--- config.mk ---
export PLATFORM = sky130hd
export DESIGN_NAME = go_back_n_sender_window_unit_flat
export DESIGN_NICKNAME = d
export VERILOG_FILES = /design/src/rtl/gbn_pkg.sv /design/src/rtl/gbn_if.sv /design/src/rtl/gbn_ring.sv /design/src/rtl/go_back_n_sender_window_unit.sv /design/src/flat_wrapper.sv
export VERILOG_INCLUDE_DIRS = /design/src /design/src/rtl
export SDC_FILE = /design/constraint.sdc
export NUM_CORES = 2
export LEC_CHECK = 0
export ABC_AREA = 0
export BUFFER_PORTS_ARGS = -buffer_cell sky130_fd_sc_hd__buf_2
export CORE_UTILIZATION = 55
export DETAILED_ROUTE_END_ITERATION = 6
export GPL_TIMING_DRIVEN = 0
export PLACE_DENSITY = 0.72
export RECOVER_POWER = 100
export SLEW_MARGIN = 10
export SYNTH_ARGS = -nofsm -noshare
export SYNTH_HDL_FRONTEND = slang
export SYNTH_HIERARCHICAL = 1
export SYNTH_SLANG_ARGS = --single-unit
--- constraint.sdc ---
create_clock -name clk -period 6.9 [get_ports clk]
set_input_delay 0.345 -clock clk [delete_from_list [all_inputs] [get_ports clk]]
set_output_delay 0.345 -clock clk [all_outputs]
set_load 0.02 [all_outputs]
--- src/rtl/go_back_n_sender_window_unit_defines.svh ---
// assertion macros for the go-back-n sender window unit
// used by the top level only, expects clk and rst_n in scope
`ifndef GO_BACK_N_SENDER_WINDOW_UNIT_DEFINES_SVH
`define GO_BACK_N_SENDER_WINDOW_UNIT_DEFINES_SVH

// same-cycle implication
`define GBN_ASSERT_NOW(label, ante, cons) \
label: assert property (@(posedge clk) disable iff (!rst_n) (ante) |-> (cons)) \
    else $error("go-back-n sender check failed");

// next-cycle implication
`define GBN_ASSERT_NEXT(label, ante, cons) \
label: assert property (@(posedge clk) disable iff (!rst_n) (ante) |=> (cons)) \
    else $error("go-back-n sender check failed");

`endif

--- src/rtl/gbn_pkg.sv ---
// types and codes of the go-back-n sender window unit
// no dependencies
`default_nettype none

package gbn_pkg;

    localparam int SLOT_W  = 4;
    localparam int BYTES_W = 11;

    localparam logic [1:0] ACT_ENQ   = 2'd0;
    localparam logic [1:0] ACT_ACK   = 2'd1;
    localparam logic [1:0] ACT_CLOSE = 2'd2;
    localparam logic [1:0] ACT_TICK  = 2'd3;

    localparam logic [2:0] STAT_OK       = 3'd0;
    localparam logic [2:0] STAT_FULL     = 3'd1;
    localparam logic [2:0] STAT_NONEMPTY = 3'd2;
    localparam logic [2:0] STAT_CLOSED   = 3'd3;
    localparam logic [2:0] STAT_IGNORED  = 3'd4;

    localparam logic [1:0] CFG_TIMEOUT   = 2'd0;
    localparam logic [1:0] CFG_FIN_LIMIT = 2'd1;
    localparam logic [1:0] CFG_INIT_SEQ  = 2'd2;

    localparam logic KIND_SEND   = 1'b0;
    localparam logic KIND_STATUS = 1'b1;

    typedef struct packed {
        logic [31:0]        seq;
        logic [BYTES_W-1:0] bytes;
        logic               fin;
    } gbn_entry_t;

    typedef struct packed {
        logic               kind;
        logic [SLOT_W-1:0]  slot;
        logic [31:0]        seq;
        logic [BYTES_W-1:0] bytes;
        logic               fin;
        logic [2:0]         status;
        logic               last;
    } gbn_res_t;

    typedef enum logic [3:0] {
        S_IDLE,
        S_DECIDE,
        S_SEND_NEW,
        S_ACK_CHK,
        S_ACK_SEND,
        S_ACK_WAIT,
        S_TICK_RD,
        S_TICK_SEND,
        S_FINISH
    } gbn_state_t;

endpackage

`default_nettype wire

--- src/rtl/gbn_if.sv ---
// channel interfaces: event input, result output, register writes
// depends on gbn_pkg
`default_nettype none

interface gbn_item_if
    import gbn_pkg::*;
();
    logic        valid;
    logic        ready;
    logic [1:0]  action;
    logic [10:0] packet_bytes;
    logic [31:0] ack_seq;
    logic        ack_flag;
    logic        fin_flag;
    modport source (output valid, action, packet_bytes, ack_seq, ack_flag, fin_flag,
                    input ready);
    modport sink (input valid, action, packet_bytes, ack_seq, ack_flag, fin_flag,
                  output ready);
endinterface

interface gbn_result_if
    import gbn_pkg::*;
();
    logic               valid;
    logic               ready;
    logic               kind;
    logic [SLOT_W-1:0]  slot;
    logic [31:0]        seq;
    logic [BYTES_W-1:0] bytes;
    logic               fin;
    logic [2:0]         status;
    logic               last;
    modport source (output valid, kind, slot, seq, bytes, fin, status, last, input ready);
    modport sink (input valid, kind, slot, seq, bytes, fin, status, last, output ready);
endinterface

interface gbn_cfg_if;
    logic        valid;
    logic        ready;
    logic [1:0]  index;
    logic [31:0] data;
    modport source (output valid, index, data, input ready);
    modport sink (input valid, index, data, output ready);
endinterface

`default_nettype wire

--- src/rtl/gbn_ring.sv ---
// descriptor ring memory, one write and one registered read port
// depends on gbn_pkg
`default_nettype none

module gbn_ring
    import gbn_pkg::*;
#(
    parameter int DEPTH = 16
) (
    input  wire logic                     clk,
    input  wire logic                     wr_en,
    input  wire logic [$clog2(DEPTH)-1:0] wr_addr,
    input  wire gbn_entry_t               wr_data,
    input  wire logic [$clog2(DEPTH)-1:0] rd_addr,
    output      gbn_entry_t               rd_data
);

    gbn_entry_t mem [DEPTH];
    gbn_entry_t rd_data_reg;

    always_ff @(posedge clk)
    begin
        if (wr_en)
        begin
            mem[wr_addr] <= wr_data;
        end
        rd_data_reg <= mem[rd_addr];
    end

    assign rd_data = rd_data_reg;

endmodule

`default_nettype wire

--- src/rtl/go_back_n_sender_window_unit.sv ---
// go-back-n sender window unit: top level with the control sequencer
// depends on gbn_pkg, gbn_if, gbn_ring and the assertion macro header
//
// usage
// item: one event per transaction (enqueue, ack, close, timer tick).
// result: zero or more transmit orders (kind 0) then one status (kind 1, last 1).
// cfg: register writes (0 timeout, 1 fin retry limit, 2 initial sequence), taken
// at once; write only while the unit is idle.
// one event at a time; item ready is high only between events.
// an enqueue inside the window or a close sends its packet before the status result.
// ack: retires acked packets one at a time, each through a check and a wait state,
// and sends the packet at the window edge when more than the window is queued.
// tick with timeout: resends the packets of the window one at a time.
// the steps are set by the single read port of the ring memory, whose read data
// is registered.
// a result waits in the output register; when result ready is low the
// sequencer holds before loading the next result.
// reset: ring empty, head 0, timer and fin count 0, open, registers at
// 1000, 10 and 0; ring contents are left undefined.
`default_nettype none
`include "go_back_n_sender_window_unit_defines.svh"

module go_back_n_sender_window_unit
    import gbn_pkg::*;
#(
    parameter int BUFFER_SLOTS = 16,
    parameter int WINDOW       = 8,
    parameter int PACKET_BYTES = 1024
) (
    input wire logic    clk,
    input wire logic    rst_n,
    gbn_item_if.sink    item,
    gbn_result_if.source result,
    gbn_cfg_if.sink     cfg
);

    localparam int IW = $clog2(BUFFER_SLOTS);
    localparam int CW = $clog2(BUFFER_SLOTS + 1);
    localparam logic [BYTES_W-1:0] CAP =
        BYTES_W'(PACKET_BYTES > 2047 ? 2047 : PACKET_BYTES);

    function automatic logic [IW-1:0] wrap(input logic [IW+1:0] x);
        logic [IW+1:0] y;
        y = (x >= (IW+2)'(BUFFER_SLOTS)) ? x - (IW+2)'(BUFFER_SLOTS) : x;
        return y[IW-1:0];
    endfunction

    gbn_state_t state_reg, state_next;

    logic [1:0]         act_reg;
    logic [BYTES_W-1:0] pbytes_reg;
    logic [31:0]        ackn_reg;
    logic               ackf_reg, finf_reg;

    logic [IW-1:0] head_reg, head_next;
    logic [CW-1:0] count_reg, count_next;
    logic [31:0]   next_seq_reg, next_seq_next;
    logic [15:0]   timer_reg, timer_next;
    logic [7:0]    fin_count_reg, fin_count_next;
    logic          closed_reg, closed_next;
    logic [31:0]   span_reg, span_next;
    logic [CW-1:0] k_reg, k_next;
    gbn_res_t      res_reg, res_next;

    logic [15:0] timeout_reg;
    logic [7:0]  fin_limit_reg;

    gbn_res_t out_reg, out_next;
    logic     out_valid_reg, out_valid_next;
    logic     out_free;

    logic          wr_en;
    logic [IW-1:0] wr_addr;
    gbn_entry_t    wr_data;
    logic [IW-1:0] rd_addr;
    gbn_entry_t    rd_data;

    logic [IW-1:0] tail;
    logic [31:0]   d_ack;
    logic [15:0]   timer_inc;
    logic [7:0]    fin_inc;
    logic          ack_hit;

    gbn_ring #(.DEPTH(BUFFER_SLOTS)) u_ring (
        .clk     (clk),
        .wr_en   (wr_en),
        .wr_addr (wr_addr),
        .wr_data (wr_data),
        .rd_addr (rd_addr),
        .rd_data (rd_data)
    );

    assign item.ready = (state_reg == S_IDLE);
    assign cfg.ready  = 1'b1;
    assign out_free   = !out_valid_reg || result.ready;

    assign result.valid  = out_valid_reg;
    assign result.kind   = out_reg.kind;
    assign result.slot   = out_reg.slot;
    assign result.seq    = out_reg.seq;
    assign result.bytes  = out_reg.bytes;
    assign result.fin    = out_reg.fin;
    assign result.status = out_reg.status;
    assign result.last   = out_reg.last;

    assign tail      = wrap((IW+2)'(head_reg) + (IW+2)'(count_reg));
    assign d_ack     = ackn_reg - rd_data.seq;
    assign timer_inc = (timer_reg == 16'hFFFF) ? timer_reg : timer_reg + 16'd1;
    assign fin_inc   = (rd_data.fin && fin_count_reg != 8'hFF) ? fin_count_reg + 8'd1
                                                               : fin_count_reg;
    assign ack_hit   = (count_reg != '0) && ((d_ack - 32'd1) < span_reg);

    always_comb
    begin
        state_next     = state_reg;
        head_next      = head_reg;
        count_next     = count_reg;
        next_seq_next  = next_seq_reg;
        timer_next     = timer_reg;
        fin_count_next = fin_count_reg;
        closed_next    = closed_reg;
        span_next      = span_reg;
        k_next         = k_reg;
        res_next       = res_reg;
        out_next       = out_reg;
        out_valid_next = out_valid_reg && !result.ready;
        wr_en          = 1'b0;
        wr_addr        = tail;
        wr_data        = '0;
        rd_addr        = head_reg;

        unique case (state_reg)
            S_IDLE:
            begin
                if (item.valid)
                begin
                    state_next = S_DECIDE;
                end
            end
            S_DECIDE:
            begin
                res_next   = '0;
                res_next.kind = KIND_STATUS;
                res_next.last = 1'b1;
                state_next = S_FINISH;
                if (closed_reg)
                begin
                    res_next.status = STAT_CLOSED;
                end
                else
                begin
                    unique case (act_reg)
                        ACT_ENQ:
                        begin
                            if (pbytes_reg == '0)
                            begin
                                res_next.status = STAT_IGNORED;
                            end
                            else if (count_reg != '0 && rd_data.fin)
                            begin
                                res_next.status = STAT_CLOSED;
                            end
                            else if (int'(count_reg) >= BUFFER_SLOTS)
                            begin
                                res_next.status = STAT_FULL;
                            end
                            else
                            begin
                                wr_en         = 1'b1;
                                wr_data.seq   = next_seq_reg;
                                wr_data.bytes = (pbytes_reg > CAP) ? CAP : pbytes_reg;
                                wr_data.fin   = 1'b0;
                                if (count_reg == '0)
                                begin
                                    timer_next = '0;
                                end
                                res_next.slot  = SLOT_W'(tail);
                                res_next.seq   = next_seq_reg;
                                res_next.bytes = wr_data.bytes;
                                res_next.status = STAT_OK;
                                next_seq_next  = next_seq_reg + 32'd1;
                                count_next     = count_reg + CW'(1);
                                if (int'(count_reg) < WINDOW)
                                begin
                                    state_next = S_SEND_NEW;
                                end
                            end
                        end
                        ACT_ACK:
                        begin
                            if (count_reg == '0)
                            begin
                                res_next.status = STAT_IGNORED;
                            end
                            else if (ackf_reg && finf_reg)
                            begin
                                closed_next     = 1'b1;
                                res_next.status = STAT_CLOSED;
                            end
                            else if (!ackf_reg || d_ack == '0 ||
                                     d_ack > (next_seq_reg - rd_data.seq))
                            begin
                                res_next.status = STAT_IGNORED;
                            end
                            else
                            begin
                                span_next  = next_seq_reg - rd_data.seq;
                                state_next = S_ACK_CHK;
                            end
                        end
                        ACT_CLOSE:
                        begin
                            if (count_reg != '0)
                            begin
                                res_next.status = STAT_NONEMPTY;
                            end
                            else
                            begin
                                wr_en          = 1'b1;
                                wr_data.seq    = next_seq_reg;
                                wr_data.fin    = 1'b1;
                                timer_next     = '0;
                                fin_count_next = '0;
                                res_next.slot  = SLOT_W'(tail);
                                res_next.seq   = next_seq_reg;
                                res_next.fin   = 1'b1;
                                res_next.status = STAT_OK;
                                next_seq_next  = next_seq_reg + 32'd1;
                                count_next     = count_reg + CW'(1);
                                state_next     = S_SEND_NEW;
                            end
                        end
                        default:
                        begin
                            if (count_reg == '0)
                            begin
                                res_next.status = STAT_IGNORED;
                            end
                            else if (timer_inc > timeout_reg)
                            begin
                                timer_next     = '0;
                                fin_count_next = fin_inc;
                                k_next         = '0;
                                state_next     = S_TICK_RD;
                            end
                            else
                            begin
                                timer_next = timer_inc;
                                if (fin_count_reg > fin_limit_reg)
                                begin
                                    closed_next     = 1'b1;
                                    res_next.status = STAT_CLOSED;
                                end
                                else
                                begin
                                    res_next.status = STAT_OK;
                                end
                            end
                        end
                    endcase
                end
            end
            S_SEND_NEW:
            begin
                if (out_free)
                begin
                    out_valid_next  = 1'b1;
                    out_next        = res_reg;
                    out_next.kind   = KIND_SEND;
                    out_next.status = STAT_OK;
                    out_next.last   = 1'b0;
                    state_next      = S_FINISH;
                end
            end
            S_ACK_CHK:
            begin
                if (ack_hit)
                begin
                    if (int'(count_reg) > WINDOW)
                    begin
                        rd_addr    = wrap((IW+2)'(head_reg) + (IW+2)'(WINDOW));
                        state_next = S_ACK_SEND;
                    end
                    else
                    begin
                        head_next  = wrap((IW+2)'(head_reg) + (IW+2)'(1));
                        count_next = count_reg - CW'(1);
                        state_next = S_ACK_WAIT;
                    end
                end
                else
                begin
                    timer_next      = '0;
                    res_next.status = STAT_OK;
                    state_next      = S_FINISH;
                end
            end
            S_ACK_SEND:
            begin
                rd_addr = wrap((IW+2)'(head_reg) + (IW+2)'(WINDOW));
                if (out_free)
                begin
                    out_valid_next = 1'b1;
                    out_next       = '0;
                    out_next.kind  = KIND_SEND;
                    out_next.slot  = SLOT_W'(wrap((IW+2)'(head_reg) + (IW+2)'(WINDOW)));
                    out_next.seq   = rd_data.seq;
                    out_next.bytes = rd_data.bytes;
                    out_next.fin   = rd_data.fin;
                    head_next      = wrap((IW+2)'(head_reg) + (IW+2)'(1));
                    count_next     = count_reg - CW'(1);
                    state_next     = S_ACK_WAIT;
                end
            end
            S_ACK_WAIT:
            begin
                state_next = S_ACK_CHK;
            end
            S_TICK_RD:
            begin
                rd_addr    = wrap((IW+2)'(head_reg) + (IW+2)'(k_reg));
                state_next = S_TICK_SEND;
            end
            S_TICK_SEND:
            begin
                rd_addr = wrap((IW+2)'(head_reg) + (IW+2)'(k_reg));
                if (out_free)
                begin
                    out_valid_next = 1'b1;
                    out_next       = '0;
                    out_next.kind  = KIND_SEND;
                    out_next.slot  = SLOT_W'(rd_addr);
                    out_next.seq   = rd_data.seq;
                    out_next.bytes = rd_data.bytes;
                    out_next.fin   = rd_data.fin;
                    k_next         = k_reg + CW'(1);
                    if (int'(k_reg) + 1 >= WINDOW || k_reg + CW'(1) == count_reg)
                    begin
                        state_next = S_FINISH;
                        if (fin_count_reg > fin_limit_reg)
                        begin
                            closed_next     = 1'b1;
                            res_next.status = STAT_CLOSED;
                        end
                        else
                        begin
                            res_next.status = STAT_OK;
                        end
                    end
                    else
                    begin
                        state_next = S_TICK_RD;
                    end
                end
            end
            S_FINISH:
            begin
                if (out_free)
                begin
                    out_valid_next = 1'b1;
                    out_next       = res_reg;
                    state_next     = S_IDLE;
                end
            end
            default:
            begin
                state_next = S_IDLE;
            end
        endcase

        if (cfg.valid && cfg.index == CFG_INIT_SEQ)
        begin
            next_seq_next = cfg.data;
        end
    end

    always_ff @(posedge clk or negedge rst_n)
    begin
        if (!rst_n)
        begin
            state_reg     <= S_IDLE;
            head_reg      <= '0;
            count_reg     <= '0;
            next_seq_reg  <= '0;
            timer_reg     <= '0;
            fin_count_reg <= '0;
            closed_reg    <= 1'b0;
            out_valid_reg <= 1'b0;
            timeout_reg   <= 16'd1000;
            fin_limit_reg <= 8'd10;
        end
        else
        begin
            state_reg     <= state_next;
            head_reg      <= head_next;
            count_reg     <= count_next;
            next_seq_reg  <= next_seq_next;
            timer_reg     <= timer_next;
            fin_count_reg <= fin_count_next;
            closed_reg    <= closed_next;
            out_valid_reg <= out_valid_next;
            if (cfg.valid && cfg.index == CFG_TIMEOUT)
            begin
                timeout_reg <= cfg.data[15:0];
            end
            if (cfg.valid && cfg.index == CFG_FIN_LIMIT)
            begin
                fin_limit_reg <= cfg.data[7:0];
            end
        end
    end

    always_ff @(posedge clk)
    begin
        span_reg <= span_next;
        k_reg    <= k_next;
        res_reg  <= res_next;
        out_reg  <= out_next;
        if (state_reg == S_IDLE && item.valid)
        begin
            act_reg    <= item.action;
            pbytes_reg <= item.packet_bytes;
            ackn_reg   <= item.ack_seq;
            ackf_reg   <= item.ack_flag;
            finf_reg   <= item.fin_flag;
        end
    end

    `GBN_ASSERT_NOW(a_count_bound, 1'b1, int'(count_reg) <= BUFFER_SLOTS)
    `GBN_ASSERT_NEXT(a_closed_sticky, closed_reg, closed_reg)
    `GBN_ASSERT_NOW(a_write_only_decide, wr_en, state_reg == S_DECIDE)
    `GBN_ASSERT_NOW(a_send_needs_packet, state_reg == S_ACK_SEND || state_reg == S_TICK_SEND,
                    count_reg != '0)

endmodule

`default_nettype wire
--- src/flat_wrapper.sv ---
// flat-port wrapper written by rule: the top's interface ports become plain ports
module go_back_n_sender_window_unit_flat import gbn_pkg::*;
#(
    parameter int BUFFER_SLOTS = 16,
    parameter int WINDOW       = 8,
    parameter int PACKET_BYTES = 1024
)
  (clk, rst_n, item_valid, item_action, item_packet_bytes, item_ack_seq, item_ack_flag, item_fin_flag, item_ready, result_valid, result_kind, result_slot, result_seq, result_bytes, result_fin, result_status, result_last, result_ready, cfg_valid, cfg_index, cfg_data, cfg_ready);
  gbn_item_if item_i ();
  gbn_result_if result_i ();
  gbn_cfg_if cfg_i ();
  input wire logic clk;
  input wire logic rst_n;
  input wire logic [$bits(item_i.valid)-1:0] item_valid;
  input wire logic [$bits(item_i.action)-1:0] item_action;
  input wire logic [$bits(item_i.packet_bytes)-1:0] item_packet_bytes;
  input wire logic [$bits(item_i.ack_seq)-1:0] item_ack_seq;
  input wire logic [$bits(item_i.ack_flag)-1:0] item_ack_flag;
  input wire logic [$bits(item_i.fin_flag)-1:0] item_fin_flag;
  output wire logic [$bits(item_i.ready)-1:0] item_ready;
  output wire logic [$bits(result_i.valid)-1:0] result_valid;
  output wire logic [$bits(result_i.kind)-1:0] result_kind;
  output wire logic [$bits(result_i.slot)-1:0] result_slot;
  output wire logic [$bits(result_i.seq)-1:0] result_seq;
  output wire logic [$bits(result_i.bytes)-1:0] result_bytes;
  output wire logic [$bits(result_i.fin)-1:0] result_fin;
  output wire logic [$bits(result_i.status)-1:0] result_status;
  output wire logic [$bits(result_i.last)-1:0] result_last;
  input wire logic [$bits(result_i.ready)-1:0] result_ready;
  input wire logic [$bits(cfg_i.valid)-1:0] cfg_valid;
  input wire logic [$bits(cfg_i.index)-1:0] cfg_index;
  input wire logic [$bits(cfg_i.data)-1:0] cfg_data;
  output wire logic [$bits(cfg_i.ready)-1:0] cfg_ready;
  assign item_i.valid = item_valid;
  assign item_i.action = item_action;
  assign item_i.packet_bytes = item_packet_bytes;
  assign item_i.ack_seq = item_ack_seq;
  assign item_i.ack_flag = item_ack_flag;
  assign item_i.fin_flag = item_fin_flag;
  assign item_ready = item_i.ready;
  assign result_valid = result_i.valid;
  assign result_kind = result_i.kind;
  assign result_slot = result_i.slot;
  assign result_seq = result_i.seq;
  assign result_bytes = result_i.bytes;
  assign result_fin = result_i.fin;
  assign result_status = result_i.status;
  assign result_last = result_i.last;
  assign result_i.ready = result_ready;
  assign cfg_i.valid = cfg_valid;
  assign cfg_i.index = cfg_index;
  assign cfg_i.data = cfg_data;
  assign cfg_ready = cfg_i.ready;
  go_back_n_sender_window_unit #(.BUFFER_SLOTS(BUFFER_SLOTS), .WINDOW(WINDOW), .PACKET_BYTES(PACKET_BYTES)) u_core (.clk(clk), .rst_n(rst_n), .item(item_i), .result(result_i), .cfg(cfg_i));
endmodule
==> reports/results.ini <==
[timing]
slew_headroom_pct = -103
min_period_over_period_pct = 97.4
fmax_mhz = 149
fin_crit_ps = 6720
skew_ps = 70.5
worst_pin_slew_ps = 3050
setup_viol = 0
setup-tns-final_ps = 0
drv_slew = 542
finalHoldViolCount = 0

[critical_path]
cp-start-kind = flip-flop
worstSetupPathType = flip-flop to flip-flop
r2r_end = u_core/u_ring/mem[13][13]
r2r_cells = 12
r2r_slack_ps = 180
r2r-start = u_core/count_reg[1]
critical_path_arrival_ps = 7050
required_ps = 7230
cp_max_fo = 18
end_kind = flip-flop

[logic_synthesis]
synth-seq-area-share_pct = 64.9
synthCells = 3092
ys.flop_type = edfxtp_1
synth_area_sq_um = 46300
syn_nets = 3344
synth-edff-count = 891
synth-async-reset-ratio_pct = 9.22
ys_types = 100
synth-warning-count = 6
ys_seq_elements = 1030
syn_area_per_cell_sq_um = 15.0

[placed_design]
hpwl_um = 84500
gp_congestion = 0.975
port_buffers = 140

[clock_network]
cts_sinks = 1030
cts_buffer_depth = 3
cts-root-buf = clkbuf_16
clkLatencyLatePin_ps = 700
cts_buffers = 102
cts_max_level = 3
cts_tree = built
path_clk_slew_ps = 60

[status]
violations = capacitance limit, slew limit
status = finished, violations left

[worst_hold_path]
hp-class = input port to flip-flop
hold_depth = 3
worstHoldEndpoint = u_core/next_seq_reg[26]
hp-start = cfg_data[26]

[route]
first_pass_iters = 7
drtIter0Drc = 2868
wirelength_um = 124000
viasPerCell = 6.24
ant_nets = 0
wl_per_cell_um = 26.6
drc_errors = 0
vias = 29000

[floorplanning]
die_area_sq_um = 85300
die_x_um = 292
core_sq_um = 83400
rows = 106
die_h_um = 292
start_util_pct = 55.5
io_pins = 142

[finish]
final_nets = 3731
fill_cells = 5752
drive_above_1_share_pct = 17.2
synthToLayoutAreaGrowth_pct = 15.6
mostFrequentLayoutCells = 891 x edfxtp_1, 192 x clkbuf_1, 179 x nand2_1
layout_commonest_cell = edfxtp_1
largest_reg_flops = 704
fin_util_pct = 64.1

[global_routing]
grt_pass1_vias = 29400
grt_max_degree = 53
grt_pass1_wl_um = 182000
overflow = 0
track_usage_pct = 29.1
antenna_found_initial = 4

[power]
max-vdd-ir-drop_mv = 0.256
p_leak_nw = 19.7
power_density_nw_per_um2 = 460

[run]
maxCapViolCount = 27

[kinds of logic after synthesis]
| group | count (synthesis) | synth area share (%) |
|---|---|---|
| flops | 1030 | 64.9 |
| simple gates | 709 | 7.76 |
| buf+inv | 283 | 2.54 |
| other cells | 1 | 0.00810 |
| mux | 208 | 9.34 |
| compound gates | 532 | 7.71 |
| fa+ha+maj | 169 | 4.64 |
| xor+xnor | 160 | 3.12 |
[worst max path at each step]
stage | from | endpoint | slack (ps) | depth (start not counted)
global placement | u_core/count_reg[1] | u_core/u_ring/mem[8][20] | -3460 | 10
finish | u_core/count_reg[1] | u_core/u_ring/mem[13][13] | 180 | 12
CTS | u_core/ackn_reg[0] | u_core/u_ring/rd_data[22] | 5 | 32
floorplan | u_core/next_seq_reg[0] | u_core/span_reg[0] | 510 | 23
detailed placement | u_core/u_ring/rd_data[12] | u_core/u_ring/rd_data[38] | -1490 | 29
global route | u_core/u_ring/rd_data[24] | u_core/u_ring/rd_data[42] | -30 | 30
[cell usage after synthesis, drive strengths merged (36+ instances only)]
| library cell | n | share of area, % |
|---|---|---|
| and2 | 98 | 1.3 |
| inv | 163 | 1.3 |
| buf | 39 | 0.56 |
| a21o | 54 | 0.88 |
| xor2 | 73 | 1.4 |
| clkbuf | 81 | 0.66 |
| dfrtp | 87 | 4.7 |
| ha | 161 | 4.4 |
| dfxtp | 44 | 1.9 |
| a22oi | 90 | 1.5 |
| and3 | 38 | 0.51 |
| nand3 | 54 | 0.58 |
| edfxtp | 891 | 58 |
| nand2 | 185 | 1.5 |
| nand4 | 36 | 0.50 |
| mux4 | 176 | 8.6 |
| nor2 | 154 | 1.3 |
| xnor2 | 86 | 1.7 |
| o21ai | 124 | 1.3 |
| a21oi | 117 | 1.3 |
[cell type report]
class	instances	area, sq um	share of cell area (%)
buffer	119	669	1.25
timing repair buffer	284	1820	3.40
clock inverter	69	886	1.66
antenna	2	5.00	0.00936
clock buffer	125	2750	5.14
tap	1080	1350	2.53
inverter	163	616	1.15
sequential	1030	30000	56.1
multi-input combinational	1779	15400	28.7
[where the power goes]
part	leakage, nW	switching [W]	internal [W]
combinational	7.84	0.00636	0.00420
clock	1.78	0.00243	0.00350
sequential	10.1	0.000424	0.00771
total	19.7	0.00922	0.0154
[worst max-delay path: stages, from the launching register on]
cell,delay [ps]
dfrtp_1,480
or3_1,470
or3_1,330
clkbuf_1,200
inv_1,210
clkbuf_1,360
ha_1,310
inv_1,100
a211oi_1,480
nand3_1,270
nor2_1,1230
clkbuf_1,1160
clkbuf_2,700
[routing by layer]
layer  global-route usage, %  part of all wire (%)  vias up
met2                    48.9                    49     1409
met5                       0                 0.010        -
met1                    37.6                    38    14700
met3                    4.45                   8.0      263
li1                        -                     -    12600
met4                    12.7                   4.7        2
[per-stage QoR]
step / worst slack (ps) / area (sq um) / cells / total power [W] / hold slack [ps]
floorplan: 514 / 46300 / 3092 / 0.0153 / 49.4
finish: 176 / 53500 / 4651 / 0.0246 / 51.0
CTS: 5.07 / 54000 / 4643 / 0.0245 / 0.493
global placement: -3460 / 48300 / 4312 / 0.0179 / 492
detailed placement: -1490 / 49300 / 4366 / 0.0183 / 452
global route: -33.5 / 53500 / 4650 / 0.0259 / 20.2
[timing repair]
action / in CTS / in global routing
hold buffers: 79 / 0
setup buffers: 5 / 6
setup endpoints to repair: 96 / 91
gates resized for setup: 69 / 49
pin swaps: 9 / 19
hold endpoints to repair: 150 / 0
Power figures use the tool's default switching activity.
